## src/sfc_pkg.sv

```systemverilog
`timescale 1ns / 1ps
`default_nettype none
// ----------------------------------------------------------------------------
// sfc_pkg
// Types, constants and the crc helper shared by the frame check and reply block.
// ----------------------------------------------------------------------------
package sfc_pkg;

  localparam int unsigned MaxFrame = 256;
  localparam int unsigned CntW     = $clog2(MaxFrame + 1);

  localparam logic [15:0] CrcInit  = 16'hFFFF;
  localparam logic [15:0] CrcPoly  = 16'hA001;

  localparam logic [7:0]  HdrFirstRst  = 8'h55;
  localparam logic [7:0]  HdrSecondRst = 8'hAA;

  localparam logic [7:0]  ReplyType    = 8'h01;
  localparam logic [7:0]  HbCmd        = 8'h00;
  localparam logic [7:0]  EchoCmd      = 8'h05;
  localparam logic [7:0]  CmdRead      = 8'h03;
  localparam logic [7:0]  CmdWrite     = 8'h04;
  localparam logic [7:0]  EchoLenHi    = 8'h00;
  localparam logic [7:0]  EchoLenLo    = 8'h06;
  localparam logic [15:0] EchoLen      = 16'd6;
  localparam int unsigned MinFrame     = 8;

  localparam logic CfgHdrFirst  = 1'b0;
  localparam logic CfgHdrSecond = 1'b1;

  typedef enum logic [1:0] {
    ACT_BYTE   = 2'd0,
    ACT_LAST   = 2'd1,
    ACT_UPDATE = 2'd2,
    ACT_NONE   = 2'd3
  } sfc_action_e;

  typedef struct packed {
    logic [1:0] action;
    logic [7:0] rx_byte;
  } sfc_in_t;

  typedef struct packed {
    logic [7:0] tx_byte;
    logic       end_of_reply;
    logic [7:0] last_command;
  } sfc_out_t;

  typedef struct packed {
    logic            hb;
    logic            echo;
    logic [7:0]      cmd;
    logic [7:0]      hdr0;
    logic [7:0]      hdr1;
    logic [5:0][7:0] pay;
  } sfc_job_t;

  function automatic logic [15:0] crc_feed(input logic [15:0] c_in, input logic [7:0] b);
    logic [15:0] c;
    c = c_in ^ {8'h00, b};
    for (int k = 0; k < 8; k++) begin
      if (c[0]) c = (c >> 1) ^ CrcPoly;
      else      c = c >> 1;
    end
    return c;
  endfunction

endpackage
`default_nettype wire

```

## src/sfc_front.sv

```systemverilog
`timescale 1ns / 1ps
`default_nettype none
// ----------------------------------------------------------------------------
// sfc_front
// Takes frame beats, tracks crc and length, checks each frame at its end and
// queues reply jobs.
// ----------------------------------------------------------------------------
module sfc_front
  import sfc_pkg::*;
(
  input  wire logic     clk_i,
  input  wire logic     rst_ni,
  input  wire logic     in_valid_i,
  input  wire sfc_in_t  in_data_i,
  output logic          in_stall_o,
  input  wire logic     cfg_we_i,
  input  wire logic     cfg_idx_i,
  input  wire logic [7:0] cfg_data_i,
  output logic          job_valid_o,
  output sfc_job_t      job_o,
  input  wire logic     job_full_i
);

  logic [7:0]      hdr0_q, hdr1_q;
  logic [15:0]     crc_q, crc_d;
  logic [CntW-1:0] cnt_q, cnt_d;
  logic            tl_q, tl_d;
  logic [5:0][7:0] head_q, pay_q;
  logic [7:0]      dly0_q, dly1_q;
  logic            pend_q, pend_d;
  logic [7:0]      cmd_q, cmd_d;

  logic accept, is_frame, is_last, stored;
  logic hdr_ok, type0, len_ok, crc_ok, cmd_ok;
  logic [15:0] plen;
  logic hb, echo, done_ok;

  assign in_stall_o = job_full_i;
  assign accept     = in_valid_i && !job_full_i;
  assign is_frame   = (in_data_i.action == ACT_BYTE) || (in_data_i.action == ACT_LAST);
  assign is_last    = in_data_i.action == ACT_LAST;
  assign stored     = cnt_q < CntW'(MaxFrame);

  always_comb begin
    crc_d = crc_q;
    cnt_d = cnt_q;
    tl_d  = tl_q;
    if (stored) begin
      if (cnt_q >= CntW'(2)) crc_d = crc_feed(crc_q, dly0_q);
      cnt_d = cnt_q + CntW'(1);
    end else begin
      tl_d = 1'b1;
    end
  end

  assign plen    = {head_q[4], head_q[5]};
  assign hdr_ok  = (head_q[0] == hdr0_q) && (head_q[1] == hdr1_q);
  assign type0   = head_q[2] == 8'h00;
  assign done_ok = !tl_d && (cnt_d >= CntW'(MinFrame)) && hdr_ok;
  assign len_ok  = ({1'b0, plen} + 17'd8) == 17'(cnt_d);
  assign crc_ok  = {dly1_q, in_data_i.rx_byte} == crc_d;
  assign cmd_ok  = (head_q[3] == CmdRead) || (head_q[3] == CmdWrite);
  assign hb      = done_ok && type0 && !pend_q;
  assign echo    = done_ok && !(type0 && pend_q) && len_ok && crc_ok && cmd_ok
                   && (plen == EchoLen);

  always_comb begin
    pend_d = pend_q;
    cmd_d  = cmd_q;
    if (accept && in_data_i.action == ACT_UPDATE) pend_d = 1'b1;
    if (accept && is_last && done_ok) begin
      if (type0 && pend_q) pend_d = 1'b0;
      else cmd_d = head_q[3];
    end
  end

  assign job_valid_o = accept && is_last && (hb || echo);
  always_comb begin
    job_o.hb   = hb;
    job_o.echo = echo;
    job_o.cmd  = cmd_d;
    job_o.hdr0 = hdr0_q;
    job_o.hdr1 = hdr1_q;
    job_o.pay  = pay_q;
  end

  always_ff @(posedge clk_i or negedge rst_ni) begin
    if (!rst_ni) begin
      hdr0_q <= HdrFirstRst;
      hdr1_q <= HdrSecondRst;
      crc_q  <= CrcInit;
      cnt_q  <= '0;
      tl_q   <= 1'b0;
      pend_q <= 1'b0;
      cmd_q  <= '0;
    end else begin
      if (cfg_we_i) begin
        if (cfg_idx_i == CfgHdrFirst) hdr0_q <= cfg_data_i;
        if (cfg_idx_i == CfgHdrSecond) hdr1_q <= cfg_data_i;
      end
      pend_q <= pend_d;
      cmd_q  <= cmd_d;
      if (accept && is_frame) begin
        if (is_last) begin
          crc_q <= CrcInit;
          cnt_q <= '0;
          tl_q  <= 1'b0;
        end else begin
          crc_q <= crc_d;
          cnt_q <= cnt_d;
          tl_q  <= tl_d;
        end
      end
    end
  end

  always_ff @(posedge clk_i) begin
    if (accept && is_frame && stored) begin
      if (cnt_q < CntW'(6)) head_q[cnt_q[2:0]] <= in_data_i.rx_byte;
      else if (cnt_q < CntW'(12)) pay_q[3'(cnt_q - CntW'(6))] <= in_data_i.rx_byte;
      dly0_q <= dly1_q;
      dly1_q <= in_data_i.rx_byte;
    end
  end

endmodule
`default_nettype wire

```

## src/sfc_fifo.sv

```systemverilog
`timescale 1ns / 1ps
`default_nettype none
// ----------------------------------------------------------------------------
// sfc_fifo
// Two-entry job queue between the checking front and the reply back end.
// ----------------------------------------------------------------------------
module sfc_fifo
  import sfc_pkg::*;
(
  input  wire logic     clk_i,
  input  wire logic     rst_ni,
  input  wire logic     push_i,
  input  wire sfc_job_t push_data_i,
  output logic          full_o,
  input  wire logic     pop_i,
  output logic          valid_o,
  output sfc_job_t      pop_data_o
);

  sfc_job_t   mem_q [2];
  logic       wr_q, rd_q;
  logic [1:0] cnt_q;
  logic       do_push, do_pop;

  assign full_o     = cnt_q == 2'd2;
  assign valid_o    = cnt_q != 2'd0;
  assign pop_data_o = mem_q[rd_q];
  assign do_push    = push_i && !full_o;
  assign do_pop     = pop_i && valid_o;

  always_ff @(posedge clk_i or negedge rst_ni) begin
    if (!rst_ni) begin
      wr_q  <= 1'b0;
      rd_q  <= 1'b0;
      cnt_q <= 2'd0;
    end else begin
      if (do_push) wr_q <= !wr_q;
      if (do_pop) rd_q <= !rd_q;
      if (do_push && !do_pop) cnt_q <= cnt_q + 2'd1;
      else if (do_pop && !do_push) cnt_q <= cnt_q - 2'd1;
    end
  end

  always_ff @(posedge clk_i) begin
    if (do_push) mem_q[wr_q] <= push_data_i;
  end

endmodule
`default_nettype wire

```

## src/sfc_back.sv

```systemverilog
`timescale 1ns / 1ps
`default_nettype none
// ----------------------------------------------------------------------------
// sfc_back
// Plays out heartbeat and echo replies one byte per beat with a fresh crc.
// ----------------------------------------------------------------------------
module sfc_back
  import sfc_pkg::*;
(
  input  wire logic     clk_i,
  input  wire logic     rst_ni,
  input  wire logic     job_valid_i,
  input  wire sfc_job_t job_i,
  output logic          job_pop_o,
  output logic          out_valid_o,
  output sfc_out_t      out_data_o,
  input  wire logic     out_stall_i
);

  sfc_job_t    job_q;
  logic        busy_q, seg_q;
  logic [3:0]  idx_q;
  logic [15:0] crc_q;
  logic        ov_q;
  sfc_out_t    od_q;

  logic        adv, step;
  logic [3:0]  blen;
  logic [7:0]  body;
  logic [7:0]  byte_v;
  logic        seg_end;

  assign adv       = !ov_q || !out_stall_i;
  assign step      = busy_q && adv;
  assign job_pop_o = !busy_q && job_valid_i;
  assign blen      = seg_q ? 4'd12 : 4'd4;

  always_comb begin
    case (idx_q)
      4'd0:    body = job_q.hdr0;
      4'd1:    body = job_q.hdr1;
      4'd2:    body = ReplyType;
      4'd3:    body = seg_q ? EchoCmd : HbCmd;
      4'd4:    body = EchoLenHi;
      4'd5:    body = EchoLenLo;
      4'd6:    body = job_q.pay[0];
      4'd7:    body = job_q.pay[1];
      4'd8:    body = job_q.pay[2];
      4'd9:    body = job_q.pay[3];
      4'd10:   body = job_q.pay[4];
      4'd11:   body = job_q.pay[5];
      default: body = 8'h00;
    endcase
  end

  always_comb begin
    seg_end = 1'b0;
    if (idx_q < blen) byte_v = body;
    else if (idx_q == blen) byte_v = crc_q[15:8];
    else begin
      byte_v  = crc_q[7:0];
      seg_end = 1'b1;
    end
  end

  always_ff @(posedge clk_i or negedge rst_ni) begin
    if (!rst_ni) begin
      busy_q <= 1'b0;
      ov_q   <= 1'b0;
    end else begin
      if (adv) ov_q <= step;
      if (job_pop_o) busy_q <= 1'b1;
      else if (step && seg_end && (seg_q || !job_q.echo)) busy_q <= 1'b0;
    end
  end

  always_ff @(posedge clk_i) begin
    if (job_pop_o) begin
      job_q <= job_i;
      seg_q <= !job_i.hb;
      idx_q <= 4'd0;
      crc_q <= CrcInit;
    end else if (step) begin
      if (seg_end) begin
        seg_q <= 1'b1;
        idx_q <= 4'd0;
        crc_q <= CrcInit;
      end else begin
        idx_q <= idx_q + 4'd1;
        if (idx_q < blen) crc_q <= crc_feed(crc_q, body);
      end
    end
    if (step) begin
      od_q.tx_byte      <= byte_v;
      od_q.end_of_reply <= seg_end;
      od_q.last_command <= job_q.cmd;
    end
  end

  assign out_valid_o = ov_q;
  assign out_data_o  = od_q;

endmodule
`default_nettype wire

```

## src/serial_frame_check_and_reply.sv

```systemverilog
`timescale 1ns / 1ps
`default_nettype none
// ----------------------------------------------------------------------------
// serial_frame_check_and_reply
// Checks framed serial input with crc-16/modbus and sends heartbeat and echo
// replies.
// ----------------------------------------------------------------------------
// An input beat is taken per cycle unless in_stall_o is high. A passing frame
// queues a reply job in a two-entry queue; the reply side sends one byte per
// cycle unless out_stall_i is high, 6 bytes for a heartbeat, 14 for an echo,
// 20 for both, so the input stalls only while both entries hold waiting jobs.
module serial_frame_check_and_reply
  import sfc_pkg::*;
(
  input  wire logic       clk_i,
  input  wire logic       rst_ni,
  input  wire logic       in_valid_i,
  input  wire sfc_in_t    in_data_i,
  output logic            in_stall_o,
  output logic            out_valid_o,
  output sfc_out_t        out_data_o,
  input  wire logic       out_stall_i,
  input  wire logic       cfg_we_i,
  input  wire logic       cfg_idx_i,
  input  wire logic [7:0] cfg_data_i
);

  logic     push, full, pop, qvalid;
  sfc_job_t push_job, pop_job;

  sfc_front u_front (
    .clk_i, .rst_ni, .in_valid_i, .in_data_i, .in_stall_o,
    .cfg_we_i, .cfg_idx_i, .cfg_data_i,
    .job_valid_o (push),
    .job_o       (push_job),
    .job_full_i  (full)
  );

  sfc_fifo u_fifo (
    .clk_i, .rst_ni,
    .push_i      (push),
    .push_data_i (push_job),
    .full_o      (full),
    .pop_i       (pop),
    .valid_o     (qvalid),
    .pop_data_o  (pop_job)
  );

  sfc_back u_back (
    .clk_i, .rst_ni,
    .job_valid_i (qvalid),
    .job_i       (pop_job),
    .job_pop_o   (pop),
    .out_valid_o, .out_data_o, .out_stall_i
  );

endmodule
`default_nettype wire
```

## config.mk

```make
export PLATFORM = sky130hd
export DESIGN_NAME = serial_frame_check_and_reply
export DESIGN_NICKNAME = d
export VERILOG_FILES = /design/src/sfc_pkg.sv /design/src/sfc_front.sv /design/src/sfc_fifo.sv /design/src/sfc_back.sv /design/src/serial_frame_check_and_reply.sv
export SDC_FILE = /design/constraint.sdc
export NUM_CORES = 1
export LEC_CHECK = 0
export BUFFER_PORTS_ARGS = -buffer_cell sky130_fd_sc_hd__buf_2
export CORE_ASPECT_RATIO = 0.7
export CORE_MARGIN = 4
export CORE_UTILIZATION = 65
export CTS_CLUSTER_DIAMETER = 40
export DETAILED_ROUTE_END_ITERATION = 10
export PLACE_DENSITY = 0.82
export SYNTH_ARGS = -nofsm -noshare
export SYNTH_HDL_FRONTEND = slang
export SYNTH_SLANG_ARGS = --single-unit
```

## constraint.sdc

```tcl
create_clock -name clk_i -period 15.24 [get_ports clk_i]
set_input_delay 0.762 -clock clk_i [delete_from_list [all_inputs] [get_ports clk_i]]
set_output_delay 0.762 -clock clk_i [all_outputs]
set_load 0.01 [all_outputs]
```

==> metrics.cfg, run 1 <==
[run_status]
status = complete, no violations

[worst_setup_path]
crit_type = reg2reg
worstPathArrival_ns = 4.62
critPathRequiredTime_ns = 15.38
cp-end-kind = register
critPathLaunchType = register
crit_fanout = 74

[floorplan]
die_w_um = 204
core-area_sq_um = 26100
io_pins = 43
initial_core_util = 0.671
die_height_um = 145
row_count = 49
die_area_sq_um = 29700

[global_routing]
grt_max_degree = 76
grt.overflow.total = 0
grt_pass1_vias = 9686
grt_pass1_wl_mm = 57.5
track_usage = 0.255
antenna_found_initial = 0

[route]
routed-wl-met3_mm = 4.16
routed.top_layer = met4
wirelength_mm = 37.6
vias = 9939
drt_drc_violations_left = 0
antenna_left = 0
wl_met2_mm = 16.3
viasPerCell = 6.33
dr.pass1.iters = 5
drtIter0Drc = 1174
met1Wirelength_mm = 16.5
detail_route.wl_per_cell_um = 23.9

[logic_synthesis]
synth_top_family_by_area = simple AND/OR/NAND/NOR gates
synthFlopType = edfxtp_1
synthesis.area_sq_um = 17500
synth-compound-area-share = 0.0695
async_reset_ff_frac = 0.133
yosys-top-cells-area = edfxtp_1 60%, mux2_2 6.4%, dfrtp_1 4.7%
seq_area_frac_synth = 0.707
synth_area_per_cell_sq_um = 15.4
synthAdderAreaFrac = 0.00571
yosys.area.top_type = edfxtp_1
syn_nets = 1169
synth.area.mux_share = 0.0671
ys_warn_count = 0
synth_edf_count = 351
synth_simple_gate_area_frac = 0.0747
ys_types = 76
synth_top_cell_area_share = 0.601
syn-instance-count = 1137
synth_seq_cells = 428
yosys.area_share.xor_xnor = 0.0590

[cells_and_area]
n_fill_cell = 1548
instances_no_fill = 1570
layout.nets = 1215
n_antenna_cell = 0
areaGrowthSynthToFinish_pct = 10.6
regArea_sq_um = 12400
multiInputGateArea_sq_um = 4870
drive_gt1_frac = 0.216

[timing]
maxSlewViolCount = 0
hold_violations = 0
tightest_slew_ns = 1.25
rsz0062_at_grt = false
max_freq_mhz = 223
skew_ns = 0.0101
slew_headroom = 0.164
post-route-min-period_ns = 4.48
fin_crit_sh = 0.294
finalSetupTns_ns = 0
setup_viol = 0

[job]
cap_violations = 0

[clock_network]
cts_buffer_depth = 3
clock_latency_ns = 0.52
cts_made_buffers = 40
ctsRootBufferMaster = clkbuf_16
cts_setup_buffers = 0
htree_levels = 2
tritoncts = done
cts.clk_slew.worst_paths_ns = 0.07
cts_sinks = 428
cts-hold-fix-buffers = 0
ctsResizeCount = 0

[pwr]
p_seq_frac = 0.416
p_leak_nw = 6.73
powerDensity_nw_per_um2 = 195
clkPwrFrac = 0.261
ir_drop_v = 0.000151
p_int_mw = 2.58
p_comb_frac = 0.322
power.net_switching_mw = 1.20
swShare = 0.318

[placement]
hpwl_mm = 23.6
gp_congestion = 0.951
dp.cells = 1498
portBuffers = 42

[hold_path]
hp-class = in2async

==> per-layer routing <==
layer	GRT usage	vias up
met4	0.0509	0
met2	0.363	487
li1	-	4410
met3	0.0679	50
met5	0	-
met1	0.404	4992
==> per-stage QoR <==
step	area, sq um	setup slack [ns]	hold slack [ns]	utilization	total power [mW]
2_1_floorplan	17500	7.21	0.400	-	2.49
3_3_place_gp	18100	10.87	0.401	0.693	2.76
3_5_place_dp	18100	10.83	0.408	0.693	2.79
4_1_cts	19400	10.80	0.421	0.742	3.77
5_1_grt	19400	10.54	0.435	0.742	3.96
6_report	19400	10.76	0.403	0.742	3.78
==> cells in the mapped netlist, types with 5 or more instances <==
master    instances
inv_1            17
buf_2            13
nor3_1           30
a221oi_1          6
nand4_1          14
nand2b_1          5
a22o_1            6
edfxtp_1        351
or4_1             6
xor2_1           23
ha_1              8
mux2i_1           5
nor2b_1          10
mux2_2          100
nor2_1           65
and3_1            8
xnor3_1           5
dfrtp_1          33
xnor2_1          64
nand3_1          15
o22a_1           15
a21o_1            5
a21oi_1          35
o21ai_0          31
nand2_1          69
dfxtp_1          20
a22oi_1          16
o211ai_1         10
nor4_1            8
dfstp_2          24
clkbuf_1         34
==> power groups by stage <==
stage | registers, mW | clock network, mW | logic (mW)
final | 1.57 | 0.987 | 1.22
after global placement | 1.59 | 0 | 1.17
after floorplan | 1.56 | 0 | 0.934
after global routing | 1.59 | 1.06 | 1.31
after detailed placement | 1.59 | 0 | 1.19
after CTS | 1.57 | 0.999 | 1.20
==> registers in the layout (all words and copies together), names as in the netlist, 2 cells and up <==
signal	flops
u_back.crc_q	16
u_back.idx_q	4
u_back.job_q	73
u_back.out_data_o	17
u_fifo.cnt_q	2
u_fifo.mem_q	148
u_front.cmd_q	8
u_front.cnt_q	9
u_front.crc_q	16
u_front.dly0_q	8
u_front.dly1_q	8
u_front.hdr0_q	8
u_front.hdr1_q	8
u_front.head_q	48
u_front.job_o	48
==> placed cells by master, fill, tap and decap left out, types with 6 or more instances in the layout <==
cell type and count:
xnor2_1 64, inv_1 16, nor2b_1 10, or4_1 6, nor3_1 27, ha_1 8
nor2_1 64, xor2_1 23, a221oi_1 6, nand2_1 69, nand4_1 14, dfstp_2 24
dfrtp_1 32, o21ai_0 31, buf_4 12, a22o_1 6, a22oi_1 16, buf_2 42
mux2_2 100, clkbuf_16 41, edfxtp_1 351, and3_1 8, dfxtp_1 20, clkbuf_1 13
o211ai_1 10, nor4_1 8, nand3_1 15, a21oi_1 34, o22a_1 15
==> worst paths after layout <==
| kind | from | slack, ns | end | depth (start not counted) |
|---|---|---|---|---|
| worst max-delay path | u_front.cnt_q[8]$_DFFE_PN0P_ | 10.76 | u_fifo.mem_q[1][31]$_DFFE_PP_ | 7 |
| worst min-delay path | rst_ni | 0.40 | u_front.cmd_q[2]$_DFF_PN0_ | 2 |
| worst max register to register | u_front.cnt_q[8]$_DFFE_PN0P_ | 10.76 | u_fifo.mem_q[1][31]$_DFFE_PP_ | 7 |
| worst min register to register | u_back.job_q[70]$_DFFE_PP_ | 0.42 | u_back.out_data_o[6]$_DFFE_PP_ | 0 |
| max in group asynchronous | rst_ni | 14.27 | u_fifo.rd_q$_DFFE_PN0P_ | 2 |
| min in group clk_i | u_back.job_q[70]$_DFFE_PP_ | 0.42 | u_back.out_data_o[6]$_DFFE_PP_ | 0 |
==> cell type report <==
cell class,instances,area share
multi-input combinational,640,0.251
tap,357,0.0230
clock inverter,16,0.0101
sequential,428,0.640
inverter,19,0.00368
timing repair buffer,54,0.0155
clock buffer,56,0.0569
==> critical path, stage by stage, from the launching register on <==
cell and delay [ns]:
dfrtp_1 0.63, or4_1 0.62, nor4_1 0.83, nand3_1 0.23, nor4_2 0.36, a41oi_1 0.29, nor3b_4 0.25, buf_4 0.80
==> logic make-up (layout without fill, tap and decap cells) <==
kind of cell | after synthesis | after routing
mux | 105 | 105
simple gates | 257 | 257
compound gates | 170 | 170
fa+ha+maj | 8 | 8
flops | 428 | 428
buf+inv | 69 | 145
xor+xnor | 100 | 100
Power figures use the tool's default switching activity.
==> inputs of run 2 (changes only) <==
--- a/config.mk
+++ b/config.mk
@@ -8,10 +8,10 @@
 export BUFFER_PORTS_ARGS = -buffer_cell sky130_fd_sc_hd__buf_2
 export CORE_ASPECT_RATIO = 0.7
 export CORE_MARGIN = 4
-export CORE_UTILIZATION = 65
+export CORE_UTILIZATION = 62
 export CTS_CLUSTER_DIAMETER = 40
 export DETAILED_ROUTE_END_ITERATION = 10
-export PLACE_DENSITY = 0.82
+export PLACE_DENSITY = 0.79
 export SYNTH_ARGS = -nofsm -noshare
 export SYNTH_HDL_FRONTEND = slang
 export SYNTH_SLANG_ARGS = --single-unit
==> constraint.sdc (replaced) <==
create_clock -name clk_i -period 4.3 [get_ports clk_i]
set_input_delay 0.215 -clock clk_i [delete_from_list [all_inputs] [get_ports clk_i]]
set_output_delay 0.215 -clock clk_i [all_outputs]
set_load 0.01 [all_outputs]
==> metrics.cfg, run 2 (synthesis results as in run 1) <==
[hold_path]
hp-class = in2reg
hold_start = in_valid_i
whs_endpoint = u_front.pend_q$_DFF_PN0_
min_path_cells = 5

[timing]
post-route-min-period_ns = 3.83
fin_crit_sh = 0.890
max_freq_mhz = 261
setup_viol = 0
maxSlewViolCount = 0
slew_headroom = 0.316
tightest_slew_ns = 1.03
rsz0062_at_grt = false
holdWs_ns = 0.0853
skew_ns = 0.0111
hold_violations = 0

[cells_and_area]
top_regs = u_fifo.mem_q x148, u_back.job_q x73
mostFrequentLayoutCells = 351 x edfxtp_1, 100 x mux2_2, 69 x nand2_1
regMostFlops = u_fifo.mem_q
finish.instance_area_sq_um = 19700
largest_register_ffs = 148
drive_gt1_frac = 0.231
final_common_cell = edfxtp_1
n_antenna_cell = 0
layout.nets = 1246
areaGrowthSynthToFinish_pct = 12.3
instances_no_fill = 1615

[floorplan]
die_w_um = 209
initial_core_util = 0.630
io_pins = 43
core-area_sq_um = 27800
die_area_sq_um = 31100
row_count = 51
die_height_um = 149

[worst_setup_path]
worstPathArrival_ns = 4.05
r2r_end = u_fifo.mem_q[0][40]$_DFFE_PP_
r2r_cells = 10
r2r_start = u_front.cnt_q[0]$_DFFE_PN0P_
critPathRequiredTime_ns = 4.52
path_cells = ha_1 -> and4_1 -> nand3b_1 -> xnor2_1 -> or3_1 -> or4b_1 -> nor4_2 -> a41oi_2 -> nor3_4 -> buf_12
r2r_slack_ns = 0.47
cp-end-kind = register
path_delay_family = simple AND/OR/NAND/NOR gates
crit_path_max_incr_delay_ns = 0.58
cp_slowest_cell = dfrtp_1
crit_fanout = 30
crit_type = reg2reg
crit_buf_inv = 1
critPathLaunchType = register

[pwr]
p_leak_nw = 6.87
finalPower_mw = 13.2
ir_drop_v = 0.000594
p_comb_frac = 0.316
swShare = 0.317
p_seq_frac = 0.426
p_int_mw = 9.05
power.net_switching_mw = 4.20
powerDensity_nw_per_um2 = 673
clkPwrFrac = 0.258

[global_routing]
grt_pass1_wl_mm = 57.8
grtUsageMet2 = 0.356
grt_max_degree = 75
grt_util_met3 = 0.0706
track_usage = 0.245
grt.overflow.total = 0
antenna_found_initial = 1
grt_util_met1 = 0.375
grt_pass1_vias = 9752
busiest_layer = met1

[clock_network]
clock_latency_ns = 0.54
cts_buffer_depth = 3
htree_levels = 2
cts.clk_slew.worst_paths_ns = 0.07
ctsRootBufferMaster = clkbuf_16
tritoncts = done
cts_sinks = 428
cts_made_buffers = 41

[route]
drt_drc_violations_left = 0
viasPerCell = 6.18
drtIter0Drc = 1228
antenna_left = 0
wirelength_mm = 37.6
detail_route.wl_per_cell_um = 23.3
vias = 9981
dr.pass1.iters = 7

[placement]
gp_congestion = 0.914
placed_area_sq_um = 18300
portBuffers = 42
hpwl_mm = 24.5
dp.cells = 1531

[run_status]
status = complete, no violations

[job]
cap_violations = 0

run 2: changes by cell type in the layout (fill, tap and decap cells not counted), moves of 2 or more:
cell           delta
buf_12            +4
buf_4            +15
bufinv_16         -3
clkbuf_8          +3
clkinv_1          -2
dlygate4sd3_1    +11
inv_6             +5
run 2: final cells by class:
type,instances,area (sq um)
Timing Repair Buffer,84,603
Tap cell,371,464
Sequential cell,428,12400
Inverter,19,71.3
Multi-Input combinational cell,640,4890
Fill cell,1776,8120
Clock inverter,15,134
Clock buffer,58,1140
run 2: worst max path at each step:
| stage | from | cells past startpoint | end | slack [ns] |
|---|---|---|---|---|
| after floorplan | u_front.cnt_q[1]$_DFFE_PN0P_ | 9 | u_fifo.mem_q[1][0]$_DFFE_PP_ | -0.46 |
| after global placement | u_front.cnt_q[0]$_DFFE_PN0P_ | 10 | u_fifo.mem_q[1][22]$_DFFE_PP_ | 0.58 |
| after detailed placement | u_front.cnt_q[0]$_DFFE_PN0P_ | 10 | u_fifo.mem_q[0][47]$_DFFE_PP_ | 0.50 |
| after CTS | u_front.cnt_q[0]$_DFFE_PN0P_ | 10 | u_fifo.mem_q[0][40]$_DFFE_PP_ | 0.48 |
| after global routing | u_front.cnt_q[0]$_DFFE_PN0P_ | 10 | u_fifo.mem_q[0][9]$_DFFE_PP_ | 0.19 |
| final | u_front.cnt_q[0]$_DFFE_PN0P_ | 10 | u_fifo.mem_q[0][40]$_DFFE_PP_ | 0.47 |
run 2: per-stage QoR:
step	setup TNS (ns)	util	setup slack (ns)
floorplan	-58.02	-	-0.464
global placement	0	0.658	0.578
detailed placement	0	0.658	0.496
CTS	0	0.708	0.476
global route	0	0.708	0.194
finish	0	0.708	0.471
run 2: power by group through the flow:
stage	logic (mW)	clock network (mW)	registers [mW]
floorplan	3.31	0	5.52
global placement	4.03	0	5.69
detailed placement	4.12	0	5.72
CTS	4.16	3.48	5.64
global route	4.53	3.68	5.70
finish	4.19	3.42	5.64
run 2: tightest hold or removal path, stage by stage:
cell,delay [ns]
buf_2,0.12
nand2_1,0.09
nor2_1,0.04
nor2_1,0.08
nor2_1,0.04
run 2: repair_timing:
item	4_1_cts	5_1_grt
endpoints found under the setup margin	0	0
hold endpoints to repair	51	0
buffers inserted	0	0
hold buffers	11	0
resized for setup	0	0
run 2: layer usage:
layer | share of wire | vias to the layer above
met2 | 0.44 | 445
met5 | 0.00035 | -
li1 | - | 4487
met3 | 0.11 | 67
met4 | 0.020 | 2
met1 | 0.44 | 4980
